--- src/sv/vgle_pkg.sv ---
// ---------------------------------------------------------------------------
// vgle_pkg
// Shared constants, types and helper functions of the voting grid estimator.
// ---------------------------------------------------------------------------
package vgle_pkg;

    // sizes of the anchor chain
    localparam int NUM_CELLS  = 16;
    localparam int CELL_LAT   = 3;
    localparam int AIDX_W     = $clog2(NUM_CELLS);
    localparam int ACNT_W     = $clog2(NUM_CELLS + 1);
    localparam int SCORE_W    = $clog2(NUM_CELLS + 1);

    // coordinate widths
    localparam int COORD_W    = 24;
    localparam int SW         = 28;
    localparam int MAG_W      = 27;
    localparam int SQ_W       = 2 * MAG_W;
    localparam int DIST_W     = SQ_W + 1;
    localparam int RING_W     = 2 * (COORD_W + 1);

    // grid scan
    localparam int CELLS_SIDE = 256;
    localparam int IDX_W      = $clog2(CELLS_SIDE + 1);
    localparam int DRAIN_LAST = NUM_CELLS * CELL_LAT + 1;
    localparam int DR_W       = $clog2(DRAIN_LAST + 1);

    // centroid accumulation and divider
    localparam int SUM_W      = 48;
    localparam int CNT_W      = 17;
    localparam int DVD_W      = 48;
    localparam int DVS_W      = CNT_W + 1;
    localparam int DCNT_W     = $clog2(DVD_W);

    // register indexes
    localparam logic REG_TOL = 1'b0;
    localparam logic REG_CA  = 1'b1;

    typedef struct packed {
        logic [COORD_W-1:0] x;
        logic [COORD_W-1:0] y;
        logic [COORD_W-1:0] r;
    } anchor_t;

    typedef struct packed {
        logic               prep;
        logic               clear;
        logic [COORD_W-1:0] tol;
        logic [SW-1:0]      side;
    } cell_ctl_t;

    typedef struct packed {
        logic               valid;
        logic [SW-1:0]      cx;
        logic [SW-1:0]      cy;
        logic [SCORE_W-1:0] score;
    } beat_t;

    // distance from a point to the nearest edge of a span, zero inside
    function automatic logic [MAG_W-1:0] gap_f(input logic signed [SW-1:0] p,
                                               input logic signed [SW-1:0] lo,
                                               input logic signed [SW-1:0] hi);
        logic signed [SW-1:0] d;
        if (p < lo)
            d = lo - p;
        else if (p > hi)
            d = p - hi;
        else
            d = '0;
        return d[MAG_W-1:0];
    endfunction

    // distance from a point to the farther edge of a span
    function automatic logic [MAG_W-1:0] far_f(input logic signed [SW-1:0] p,
                                               input logic signed [SW-1:0] lo,
                                               input logic signed [SW-1:0] hi);
        logic signed [SW-1:0] a;
        logic signed [SW-1:0] b;
        logic signed [SW-1:0] d;
        a = p - lo;
        b = hi - p;
        d = (a > b) ? a : b;
        return d[MAG_W-1:0];
    endfunction

endpackage

--- src/sv/vgle_div.sv ---
// ---------------------------------------------------------------------------
// vgle_div
// Restoring divider, one quotient bit per cycle, shared by all divisions.
// ---------------------------------------------------------------------------
module vgle_div import vgle_pkg::*;
(
    input  logic             clk,
    input  logic             rst_n,
    input  logic             start,
    input  logic [DVD_W-1:0] dividend,
    input  logic [DVS_W-1:0] divisor,
    output logic             done,
    output logic [DVD_W-1:0] quotient
);

    logic              run_reg;
    logic              done_reg;
    logic [DCNT_W-1:0] cnt_reg;
    logic [DVD_W-1:0]  quo_reg;
    logic [DVS_W-1:0]  rem_reg;
    logic [DVS_W-1:0]  dvs_reg;
    logic [DVS_W:0]    rem_sh;
    logic              ge;
    logic [DVS_W:0]    rem_diff;

    // one trial subtraction
    always_comb
    begin
        rem_sh   = {rem_reg, quo_reg[DVD_W-1]};
        ge       = rem_sh >= {1'b0, dvs_reg};
        rem_diff = ge ? (rem_sh - {1'b0, dvs_reg}) : rem_sh;
    end

    // control
    always_ff @(posedge clk or negedge rst_n)
    begin
        if (!rst_n)
        begin
            run_reg  <= 1'b0;
            done_reg <= 1'b0;
            cnt_reg  <= '0;
        end
        else
        begin
            done_reg <= 1'b0;
            if (start)
            begin
                run_reg <= 1'b1;
                cnt_reg <= '0;
            end
            else if (run_reg)
            begin
                cnt_reg <= cnt_reg + 1'b1;
                if (cnt_reg == DCNT_W'(DVD_W - 1))
                begin
                    run_reg  <= 1'b0;
                    done_reg <= 1'b1;
                end
            end
        end
    end

    // datapath
    always_ff @(posedge clk)
    begin
        if (start)
        begin
            quo_reg <= dividend;
            rem_reg <= '0;
            dvs_reg <= divisor;
        end
        else if (run_reg)
        begin
            quo_reg <= {quo_reg[DVD_W-2:0], ge};
            rem_reg <= rem_diff[DVS_W-1:0];
        end
    end

    assign done     = done_reg;
    assign quotient = quo_reg;

endmodule

--- config.mk ---
export PLATFORM = sky130hd
export DESIGN_NAME = vgle_div
export DESIGN_NICKNAME = d
export VERILOG_FILES = /design/src/sv/vgle_pkg.sv /design/src/sv/vgle_div.sv
export SDC_FILE = /design/constraint.sdc
export NUM_CORES = 1
export LEC_CHECK = 0
export ABC_AREA = 1
export BUFFER_PORTS_ARGS = -buffer_cell sky130_fd_sc_hd__buf_4
export CAP_MARGIN = 20
export CORE_UTILIZATION = 50
export CTS_BUF_LIST = sky130_fd_sc_hd__clkbuf_16
export DETAILED_ROUTE_END_ITERATION = 8
export GPL_TIMING_DRIVEN = 0
export HOLD_SLACK_MARGIN = 0.02
export PLACE_DENSITY = 0.75
export SYNTH_ARGS = -nofsm -noshare
export SYNTH_HDL_FRONTEND = slang
export SYNTH_SLANG_ARGS = --single-unit
--- constraint.sdc ---
create_clock -name clk -period 2.5 [get_ports clk]
set_input_delay 0.25 -clock clk [delete_from_list [all_inputs] [get_ports clk]]
set_output_delay 0.25 -clock clk [all_outputs]
set_load 0.005 [all_outputs]
==> results of run 1 <==
[where the power goes]
group	total, W	leakage, nW	switching, W	internal, W
sequential	0.00205	0.956	0.000154	0.00190
combinational	0.00237	2.17	0.00138	0.000995
clock	0.00143	0.153	0.000568	0.000865
total	0.00585	3.28	0.00210	0.00376
[worst reg2reg max path: stages, from the launching register on]
cell and delay, ns:
edfxtp_1 0.34, inv_1 0.06, ha_1 0.19, inv_1 0.12
fa_1 0.23, nand2_1 0.07, nand3_1 0.09, nand2_1 0.09
o21bai_1 0.32, nand2_1 0.15, nand2_1 0.09, nand2_1 0.04
nand2_1 0.06, nand2_1 0.05, nand3_1 0.06, nand2_1 0.05
[cell usage after synthesis (3+ instances only)]
master and count:
nor2_1 27, xnor2_1 5, ha_1 19, a21oi_1 13, o21ai_0 13, nand3_2 4
clkbuf_1 11, buf_2 3, nand2_1 278, dfxtp_1 18, nand2_2 5, nor3_1 5
nand3_1 35, dfrtp_1 8, nand3b_1 15, inv_1 68, edfxtp_1 66
[per-stage QoR]
stage                     cell area [sq um]  power (W)  hold WS, ns
after floorplan                        5010    0.00379      -0.0456
after global placement                 6050    0.00438       0.0717
after detailed placement               6070    0.00443       0.0750
after CTS                              6390    0.00587       0.0758
after global routing                   6390    0.00627       0.0778
final                                  6390    0.00585       0.0857
[final cells by class]
type | instances | area [sq um] | area share
inverter | 70 | 263 | 0.0411
timing repair buffer | 119 | 908 | 0.142
sequential | 92 | 2540 | 0.398
clock buffer | 9 | 225 | 0.0352
clock inverter | 7 | 83.8 | 0.0131
buffer | 20 | 110 | 0.0172
tap | 133 | 166 | 0.0260
multi-input combinational | 435 | 2090 | 0.327
[cells by family after synthesis]
kind of cell / Yosys count / synth area share
AOI/OAI and AO/OA: 34 / 0.0400
adders and majority gates: 20 / 0.0515
DFF: 92 / 0.508
buffers and inverters: 90 / 0.0744
xor gates and xnor gates: 7 / 0.0122
and+or+nand+nor: 374 / 0.314
[path summary, 6_finish.rpt]
kind                                               start  cells after the start                  endpoint
worst max-delay path              quotient[47]$_DFFE_PP_                     15  rem_reg[14]$_SDFFE_PP0P_
worst min-delay path                         divisor[16]                      1     dvs_reg[16]$_DFFE_PP_
worst max register to register    quotient[47]$_DFFE_PP_                     15  rem_reg[14]$_SDFFE_PP0P_
worst min register to register  rem_reg[12]$_SDFFE_PP0P_                      2  rem_reg[12]$_SDFFE_PP0P_
max in group asynchronous                          rst_n                      2    cnt_reg[2]$_DFFE_PN0P_
min in group asynchronous                          rst_n                      2    cnt_reg[3]$_DFFE_PN0P_
[metal layers]
layer,vias up,wire (um)
li1,2224,-
met1,2011,4980
met2,120,5600
met3,12,1050
met4,0,172
met5,-,0
[repair_timing]
item	in CTS	in global routing
endpoints found under the hold margin	8	0
setup buffers	0	0
hold buffers	1	0
==> impl_metrics.py, run 1 <==
metrics = {
    "outcome": {
        "status": "finished, final reports clean",
    },
    "floorplanning": {
        "ios": 118,
        "dieArea_sq_um": 10400,
        "die_w_um": 102,
        "fp-row-count": 36,
        "die_y_um": 102,
        "initial_utilization": 0.515,
        "placeableCoreArea_sq_um": 9730,
    },
    "cells_and_area": {
        "final_common_cell": "nand2_1",
        "fillCellCount": 857,
        "drive_gt1_frac": 0.209,
        "largest_register_ffs": 48,
        "final_core_utilization": 0.657,
        "area_growth_pct": 27.6,
        "antennaDiodeCount": 0,
        "layout.nets": 836,
        "final_cells": 885,
        "mostFrequentLayoutCells": "nand2_1, buf_4, inv_1",
    },
    "synth": {
        "synth_cell_types": 35,
        "synth_top_cell_by_area": "edfxtp_1",
        "synth.top_cell.area_share": 0.396,
        "netlist_instances": 617,
        "synthArstFlopShare": 0.0870,
        "ys_seq_elements": 92,
        "synth_area_per_cell_sq_um": 8.12,
        "synth_nets": 706,
        "ys.flop_type": "edfxtp_1",
        "synth_warnings": 0,
        "synth-edff-count": 66,
        "syn_area_sq_um": 5010,
        "netlist_top_cells_area": "edfxtp_1, nand2_1, dfxtp_1",
        "ys_seq_area_frac": 0.508,
    },
    "placed_design": {
        "dp.cells": 868,
        "place_hpwl_um": 8860,
        "dp_slack_ns": 0.426,
        "routabilityCongestion": 0.870,
        "portBuffers": 117,
    },
    "grt": {
        "grtUsageMet1": 0.291,
        "grt_busiest_layer": "met2",
        "use_met3": 0.0876,
        "grt-ovfl-total": 0,
        "grtUsageTotal": 0.240,
        "grt_pass1_vias": 4203,
        "grt_pass1_wl_um": 19300,
        "grtUsageMet2": 0.398,
        "grt_max_degree": 43,
        "antenna_found_initial": 0,
    },
    "cts": {
        "ctsLongestPathBuffers": 2,
        "cts_num_sinks": 92,
        "cts_resized": 0,
        "htreeDepth": 3,
        "cts_tree": "yes",
        "clk_pin_slew_ns": 0.07,
        "clk_latency_ns": 0.34,
        "cts_inserted_buffers": 9,
        "clock-root-buffer": "clkbuf_16",
    },
    "setup_path": {
        "path_cells": "inv_1 > ha_1 > inv_1 > fa_1 > nand2_1 > nand3_1 > nand2_1 > o21bai_1 > nand2_1 > nand2_1 > nand2_1 > nand2_1 > nand2_1 > nand3_1 > nand2_1",
        "cp-start-kind": "register",
        "path_class": "reg -> reg",
        "worstPathRequired_ns": 2.74,
        "crit_top_cell": "nand2_1",
        "crit_arrival_ns": 2.33,
        "ff2ff_setup_slack_ns": 0.40,
        "cp_top_family": "simple AND/OR/NAND/NOR gates",
        "crit_fanout": 3,
        "slowest_stage": "edfxtp_1",
        "cp-end-kind": "register",
        "slowest_delay_ns": 0.34,
        "cp_num_buf_inv": 2,
    },
    "timing": {
        "fin_crit_sh": 0.839,
        "worst_slew_pin_slew_ns": 0.729,
        "slew_headroom": 0.512,
        "fmax_mhz": 477,
        "hold_viol_final": 0,
        "fin_ws_ns": 0.403,
        "period_minus_slack_ns": 2.10,
        "clock_skew_ns": 0.00730,
        "drv_slew": 0,
        "fin_setup_tns_ns": 0,
        "rsz0062_at_grt": "false",
        "setup_viol": 0,
    },
    "route": {
        "firstDrtPassIters": 4,
        "vias": 4367,
        "route.detailed.drc": 0,
        "wl_per_cell_um": 13.3,
        "ant_nets": 0,
        "wirelength_um": 11800,
        "drt-initial-drc-count": 150,
        "via_per_inst": 4.93,
    },
    "power": {
        "p_per_area_nw_per_um2": 916,
        "p_leak_nw": 3.28,
        "peakVddDrop_mv": 0.378,
    },
    "job": {
        "cap_violations": 0,
    },
    "worst_hold_path": {
        "min_path_type": "in -> reg",
    },
}
Power figures use the tool's default switching activity.
==> run 2, diff against run 1 <==
--- a/config.mk
+++ b/config.mk
@@ -8,12 +8,12 @@
 export ABC_AREA = 1
 export BUFFER_PORTS_ARGS = -buffer_cell sky130_fd_sc_hd__buf_4
 export CAP_MARGIN = 20
-export CORE_UTILIZATION = 50
+export CORE_UTILIZATION = 49
 export CTS_BUF_LIST = sky130_fd_sc_hd__clkbuf_16
 export DETAILED_ROUTE_END_ITERATION = 8
 export GPL_TIMING_DRIVEN = 0
 export HOLD_SLACK_MARGIN = 0.02
-export PLACE_DENSITY = 0.75
+export PLACE_DENSITY = 0.77
 export SYNTH_ARGS = -nofsm -noshare
 export SYNTH_HDL_FRONTEND = slang
 export SYNTH_SLANG_ARGS = --single-unit
==> constraint.sdc (replaced) <==
create_clock -name clk -period 1.75 [get_ports clk]
set_input_delay 0.175 -clock clk [delete_from_list [all_inputs] [get_ports clk]]
set_output_delay 0.175 -clock clk [all_outputs]
set_load 0.005 [all_outputs]
==> run 2 against run 1 <==
Net effect: the flow now finishes with violations (negative setup slack); setup slack worse by 0.64 ns; register-to-register slack worse by 0.64 ns; core utilization up 8.7 points; non-clock buffer count up 45; highest routed layer unchanged.
==> impl_metrics.py, run 2 (synthesis results as in run 1) <==
metrics = {
    "cells_and_area": {
        "antennaDiodeCount": 0,
        "mostFrequentLayoutCells": "nand2_1, buf_4, edfxtp_1",
        "final_common_cell": "nand2_1",
        "multi_input_area_sq_um": 2570,
        "layout.nets": 882,
        "area_growth_pct": 45.9,
        "regArea_sq_um": 2540,
        "drive_gt1_frac": 0.330,
        "fin_area_sq_um": 7310,
        "fillCellCount": 681,
        "largest_register_ffs": 48,
    },
    "worst_hold_path": {
        "hold_path_depth": 3,
        "hold_start": "dividend[40]",
        "min_path_type": "in -> reg",
        "hold-path-endpoint": "quotient[40]$_DFFE_PP_",
    },
    "setup_path": {
        "startpoint": "dvs_reg[6]$_DFFE_PP_",
        "ff2ff_setup_slack_ns": -0.24,
        "slowest_delay_ns": 0.37,
        "path_class": "reg -> reg",
        "cp-end-kind": "register",
        "r2r-start": "dvs_reg[6]$_DFFE_PP_",
        "cp_top_family": "simple AND/OR/NAND/NOR gates",
        "worstPathRequired_ns": 2.04,
        "cp_num_buf_inv": 1,
        "cp-start-kind": "register",
        "rr_worst_depth": 13,
        "crit_top_cell": "nand2_1",
        "crit_arrival_ns": 2.28,
        "r2r_end": "rem_reg[13]$_SDFFE_PP0P_",
        "path_cells": "inv_1 > ha_4 > nand2_1 > nand2_1 > a21oi_1 > nor2_1 > nor2_1 > nand2_1 > nand2_1 > nand2_1 > nand2_2 > nand3_1 > nand2_1",
        "crit_fanout": 4,
        "slowest_stage": "edfxtp_1",
    },
    "power": {
        "p_per_area_nw_per_um2": 1390,
        "p_int_w": 0.00616,
        "peakVddDrop_mv": 0.666,
        "power.switching_w": 0.00397,
        "p_leak_nw": 3.56,
        "seqPwrFrac": 0.299,
        "p_sw_frac": 0.392,
        "clockPowerShare": 0.191,
        "p_comb_frac": 0.510,
    },
    "route": {
        "via_per_inst": 5.31,
        "firstDrtPassIters": 5,
        "wirelength_um": 14800,
        "drt-initial-drc-count": 279,
        "vias": 4942,
        "route.detailed.drc": 0,
        "ant_nets": 0,
        "wl_per_cell_um": 15.9,
    },
    "floorplanning": {
        "placeableCoreArea_sq_um": 9820,
        "die_w_um": 103,
        "ios": 118,
        "initial_utilization": 0.510,
        "die_y_um": 103,
        "dieArea_sq_um": 10600,
        "fp-row-count": 36,
    },
    "placed_design": {
        "portBuffers": 117,
        "place_area_sq_um": 6080,
        "place_hpwl_um": 8890,
        "routabilityCongestion": 0.891,
        "dp_slack_ns": -0.328,
    },
    "outcome": {
        "violations": "negative setup slack",
        "status": "complete, but fails checks",
    },
    "grt": {
        "grt_max_degree": 29,
        "grt_pass1_wl_um": 22500,
        "antenna_found_initial": 0,
        "grtUsageTotal": 0.280,
        "grt-ovfl-total": 0,
        "grt_pass1_vias": 4829,
    },
    "timing": {
        "clock_skew_ns": 0.00573,
        "period_minus_slack_ns": 1.99,
        "fin_ws_ns": -0.237,
        "drv_slew": 0,
        "holdWs_ns": 0.0934,
        "slew_headroom": 0.452,
        "hold_viol_final": 0,
        "worst_slew_pin_slew_ns": 0.818,
        "setup_viol": 19,
        "rsz0062_at_grt": "true",
        "fin_crit_sh": 1.14,
        "fmax_mhz": 503,
    },
    "cts": {
        "clock-root-buffer": "clkbuf_16",
        "cts_inserted_buffers": 9,
        "cts_num_sinks": 92,
        "clk_latency_ns": 0.35,
        "clk_pin_slew_ns": 0.07,
        "htreeDepth": 3,
        "ctsLongestPathBuffers": 2,
        "cts_tree": "yes",
    },
    "job": {
        "cap_violations": 0,
    },
}
## run 2: layout make-up
| cell class | instances | share of cell area |
|---|---|---|
| Buffer | 18 | 0.0142 |
| Clock buffer | 9 | 0.0308 |
| Multi-Input combinational cell | 435 | 0.352 |
| Tap cell | 133 | 0.0228 |
| Timing Repair inverter | 1 | 0.00103 |
| Inverter | 70 | 0.0371 |
| Clock inverter | 7 | 0.00839 |
| Sequential cell | 92 | 0.348 |
| Timing Repair Buffer | 166 | 0.186 |
## run 2: how the worst max path moves through the flow
stage	end	slack, ns	cells after the start
after floorplan	rem_reg[10]$_SDFFE_PP0P_	-0.04	14
after global placement	quotient[23]$_DFFE_PP_	-0.62	4
after detailed placement	quotient[27]$_DFFE_PP_	-0.33	5
after CTS	rem_reg[14]$_SDFFE_PP0P_	-0.18	14
after global routing	rem_reg[13]$_SDFFE_PP0P_	-0.31	13
final	rem_reg[13]$_SDFFE_PP0P_	-0.24	13
## run 2: power by group through the flow
stage	clock network [W]	logic (W)	registers, W
final	0.00194	0.00517	0.00302
after global routing	0.00201	0.00556	0.00306
after CTS	0.00194	0.00447	0.00301
after detailed placement	0	0.00336	0.00296
after global placement	0	0.00329	0.00296
after floorplan	0	0.00251	0.00292
## run 2: per-stage QoR
step / power (W) / utilization / cells / TNS, ns
2_1_floorplan: 0.00543 / - / 617 / -1.26
3_3_place_gp: 0.00625 / 0.618 / 867 / -38.65
3_5_place_dp: 0.00633 / 0.620 / 868 / -18.48
4_1_cts: 0.00941 / 0.731 / 928 / -2.39
5_1_grt: 0.0106 / 0.744 / 931 / -4.83
6_report: 0.0101 / 0.744 / 931 / -3.42
## run 2: metal layers
| layer | vias to the layer above | GRT usage | share of wire |
|---|---|---|---|
| li1 | 2316 | - | - |
| met1 | 2297 | 0.327 | 0.38 |
| met2 | 276 | 0.482 | 0.49 |
| met3 | 53 | 0.0719 | 0.099 |
| met4 | 0 | 0.130 | 0.032 |
| met5 | - | 0 | 0 |
## run 2: tightest hold or removal path: cells and delay by family
kind	cells	cell delay (ns)
simple gates	2	0.09
buf+inv	1	0.07
## run 2: timing repair
action / in CTS / in global routing
hold endpoints to repair: 26 / 0
hold buffers: 19 / 0
gates cloned: 5 / 0
pin swaps: 14 / 37
resized for setup: 74 / 49
buffers inserted: 20 / 8
endpoints found under the setup margin: 47 / 20
==> run 3, diff against run 2 <==
--- a/config.mk
+++ b/config.mk
@@ -8,12 +8,13 @@
 export ABC_AREA = 1
 export BUFFER_PORTS_ARGS = -buffer_cell sky130_fd_sc_hd__buf_4
 export CAP_MARGIN = 20
-export CORE_UTILIZATION = 49
-export CTS_BUF_LIST = sky130_fd_sc_hd__clkbuf_16
+export CORE_UTILIZATION = 50
+export CTS_BUF_LIST = sky130_fd_sc_hd__clkbuf_4
 export DETAILED_ROUTE_END_ITERATION = 8
 export GPL_TIMING_DRIVEN = 0
 export HOLD_SLACK_MARGIN = 0.02
-export PLACE_DENSITY = 0.77
+export PLACE_DENSITY = 0.78
+export SETUP_SLACK_MARGIN = 0.2
 export SYNTH_ARGS = -nofsm -noshare
 export SYNTH_HDL_FRONTEND = slang
 export SYNTH_SLANG_ARGS = --single-unit
==> run 3 against run 2 <==
Net effect: the run still ends with negative setup slack left; register-to-register slack about the same; clock skew is 0.015 ns higher; fmax down 0.25%; critical endpoint is now rem_reg[2]$_SDFFE_PP0P_.
==> impl_metrics.py, run 3 (synthesis results as in run 1) <==
metrics = {
    "cells_and_area": {
        "drive_gt1_frac": 0.299,
        "final_common_cell": "nand2_1",
        "mostFrequentLayoutCells": "nand2_1, buf_4, edfxtp_1, dlygate4sd3_1, inv_1",
        "area_growth_pct": 49.3,
        "largest_register_ffs": 48,
        "layout.nets": 918,
        "fillCellCount": 627,
        "antennaDiodeCount": 0,
        "final_cells": 967,
    },
    "placed_design": {
        "routabilityCongestion": 0.858,
        "dp.cells": 868,
        "place_hpwl_um": 8500,
        "portBuffers": 117,
    },
    "grt": {
        "grt_pass1_wl_um": 22700,
        "grt_max_degree": 41,
        "use_met3": 0.0561,
        "grt-ovfl-total": 0,
        "grtUsageMet2": 0.517,
        "grtUsageTotal": 0.286,
        "grt_pass1_vias": 5058,
        "grt_busiest_layer": "met2",
        "antenna_found_initial": 0,
        "grtUsageMet1": 0.319,
    },
    "cts": {
        "htreeDepth": 3,
        "ctsLongestPathBuffers": 2,
        "cts_tree": "yes",
        "clk_pin_slew_ns": 0.15,
        "cts_num_sinks": 92,
        "clk_latency_ns": 0.46,
        "clock-root-buffer": "clkbuf_4",
        "cts_inserted_buffers": 9,
    },
    "setup_path": {
        "worstPathRequired_ns": 2.10,
        "crit_arrival_ns": 2.34,
        "cp-end-kind": "register",
        "crit_fanout": 7,
        "cp-start-kind": "register",
        "path_class": "reg -> reg",
    },
    "floorplanning": {
        "placeableCoreArea_sq_um": 9730,
        "initial_utilization": 0.515,
        "fp-row-count": 36,
        "die_w_um": 102,
        "dieArea_sq_um": 10400,
        "die_y_um": 102,
        "ios": 118,
    },
    "timing": {
        "slew_headroom": 0.637,
        "fin_crit_sh": 1.14,
        "period_minus_slack_ns": 1.99,
        "holdWs_ns": 0.0607,
        "fin_ws_ns": -0.242,
        "clock_skew_ns": 0.0210,
        "hold_viol_final": 0,
        "worst_slew_pin_slew_ns": 0.543,
        "fmax_mhz": 502,
        "rsz0062_at_grt": "true",
        "drv_slew": 0,
        "setup_viol": 19,
    },
    "route": {
        "drt-initial-drc-count": 269,
        "wirelength_um": 15000,
        "via_per_inst": 5.21,
        "firstDrtPassIters": 5,
        "route.detailed.drc": 0,
        "wl_per_cell_um": 15.5,
        "vias": 5040,
        "ant_nets": 0,
    },
    "power": {
        "peakVddDrop_mv": 0.694,
        "p_sw_frac": 0.406,
        "power.switching_w": 0.00376,
        "p_comb_frac": 0.546,
        "clockPowerShare": 0.130,
        "p_leak_nw": 3.68,
        "seqPwrFrac": 0.324,
        "p_int_w": 0.00551,
        "p_per_area_nw_per_um2": 1240,
    },
    "outcome": {
        "status": "complete, but fails checks",
        "violations": "negative setup slack",
    },
    "worst_hold_path": {
        "min_path_type": "in -> reg",
    },
    "job": {
        "cap_violations": 0,
    },
}
[run 3: changes by cell type in the layout (fill, tap and decap cells not counted), sizes merged]
cell / before / now
inv: 72 / 70
dlygate4sd3: 19 / 66
clkinv: 2 / 3
buf: 153 / 143
[run 3: through the flow]
| step | util | setup WS (ns) | cell area, sq um | total power [W] | setup TNS (ns) |
|---|---|---|---|---|---|
| floorplan | - | -0.0415 | 5050 | 0.00550 | -2.06 |
| global placement | 0.627 | -0.625 | 6100 | 0.00631 | -37.80 |
| detailed placement | 0.629 | -0.273 | 6120 | 0.00639 | -8.22 |
| CTS | 0.742 | -0.153 | 7220 | 0.00839 | -2.56 |
| global route | 0.769 | -0.320 | 7480 | 0.00981 | -5.04 |
| finish | 0.769 | -0.242 | 7480 | 0.00926 | -3.27 |
[run 3: power by group through the flow]
| stage | logic, W | registers (W) | clock network, W |
|---|---|---|---|
| 6_report | 0.00506 | 0.00300 | 0.00121 |
| 2_1_floorplan | 0.00258 | 0.00292 | 0 |
| 5_1_grt | 0.00549 | 0.00303 | 0.00129 |
| 4_1_cts | 0.00423 | 0.00297 | 0.00120 |
| 3_5_place_dp | 0.00344 | 0.00296 | 0 |
| 3_3_place_gp | 0.00336 | 0.00295 | 0 |
[run 3: final timing paths]
kind,from,endpoint,slack (ns),cells after the start
min,dividend[0],quotient[0]$_DFFE_PP_,0.06,3
max reg2reg,dvs_reg[2]$_DFFE_PP_,rem_reg[2]$_SDFFE_PP0P_,-0.24,14
min in group asynchronous,rst_n,cnt_reg[1]$_DFFE_PN0P_,0.09,2
min reg2reg,rem_reg[14]$_SDFFE_PP0P_,rem_reg[14]$_SDFFE_PP0P_,0.49,2
max,dvs_reg[2]$_DFFE_PP_,rem_reg[2]$_SDFFE_PP0P_,-0.24,14
max in group asynchronous,rst_n,run_reg$_DFF_PN0_,1.52,2
[run 3: timing repair]
item | CTS | global route
hold buffers | 66 | 0
pin swaps | 11 | 19
cloned | 1 | 0
buffers inserted | 10 | 6
endpoints found under the setup margin | 59 | 36
hold endpoints to repair | 73 | 0
resized for setup | 38 | 57
[run 3: final cells by class]
cell class	count	area, sq um	area share
sequential	92	2540	0.340
multi-input combinational	435	2500	0.334
timing repair buffer	201	1720	0.230
inverter	70	269	0.0360
tap	133	166	0.0223
buffer	20	145	0.0194
clock buffer	9	67.6	0.00903
clock inverter	7	66.3	0.00887
[run 3: worst max-delay path, stage by stage (launching register included)]
cell and delay [ns]:
edfxtp_1 0.37, inv_2 0.05, ha_4 0.26, buf_6 0.13, nand2_4 0.05, nor3_2 0.15, nand2_1 0.09, nor2_2 0.13
a21oi_2 0.09, buf_6 0.14, nand2_8 0.09, buf_12 0.14, nand2_2 0.05, nand3_1 0.09, o21ai_1 0.07
[run 3: layer usage]
| layer | up-vias | wire, um |
|---|---|---|
| met1 | 2362 | 5690 |
| li1 | 2391 | - |
| met3 | 43 | 1120 |
| met5 | - | 0 |
| met2 | 244 | 7750 |
| met4 | 0 | 414 |
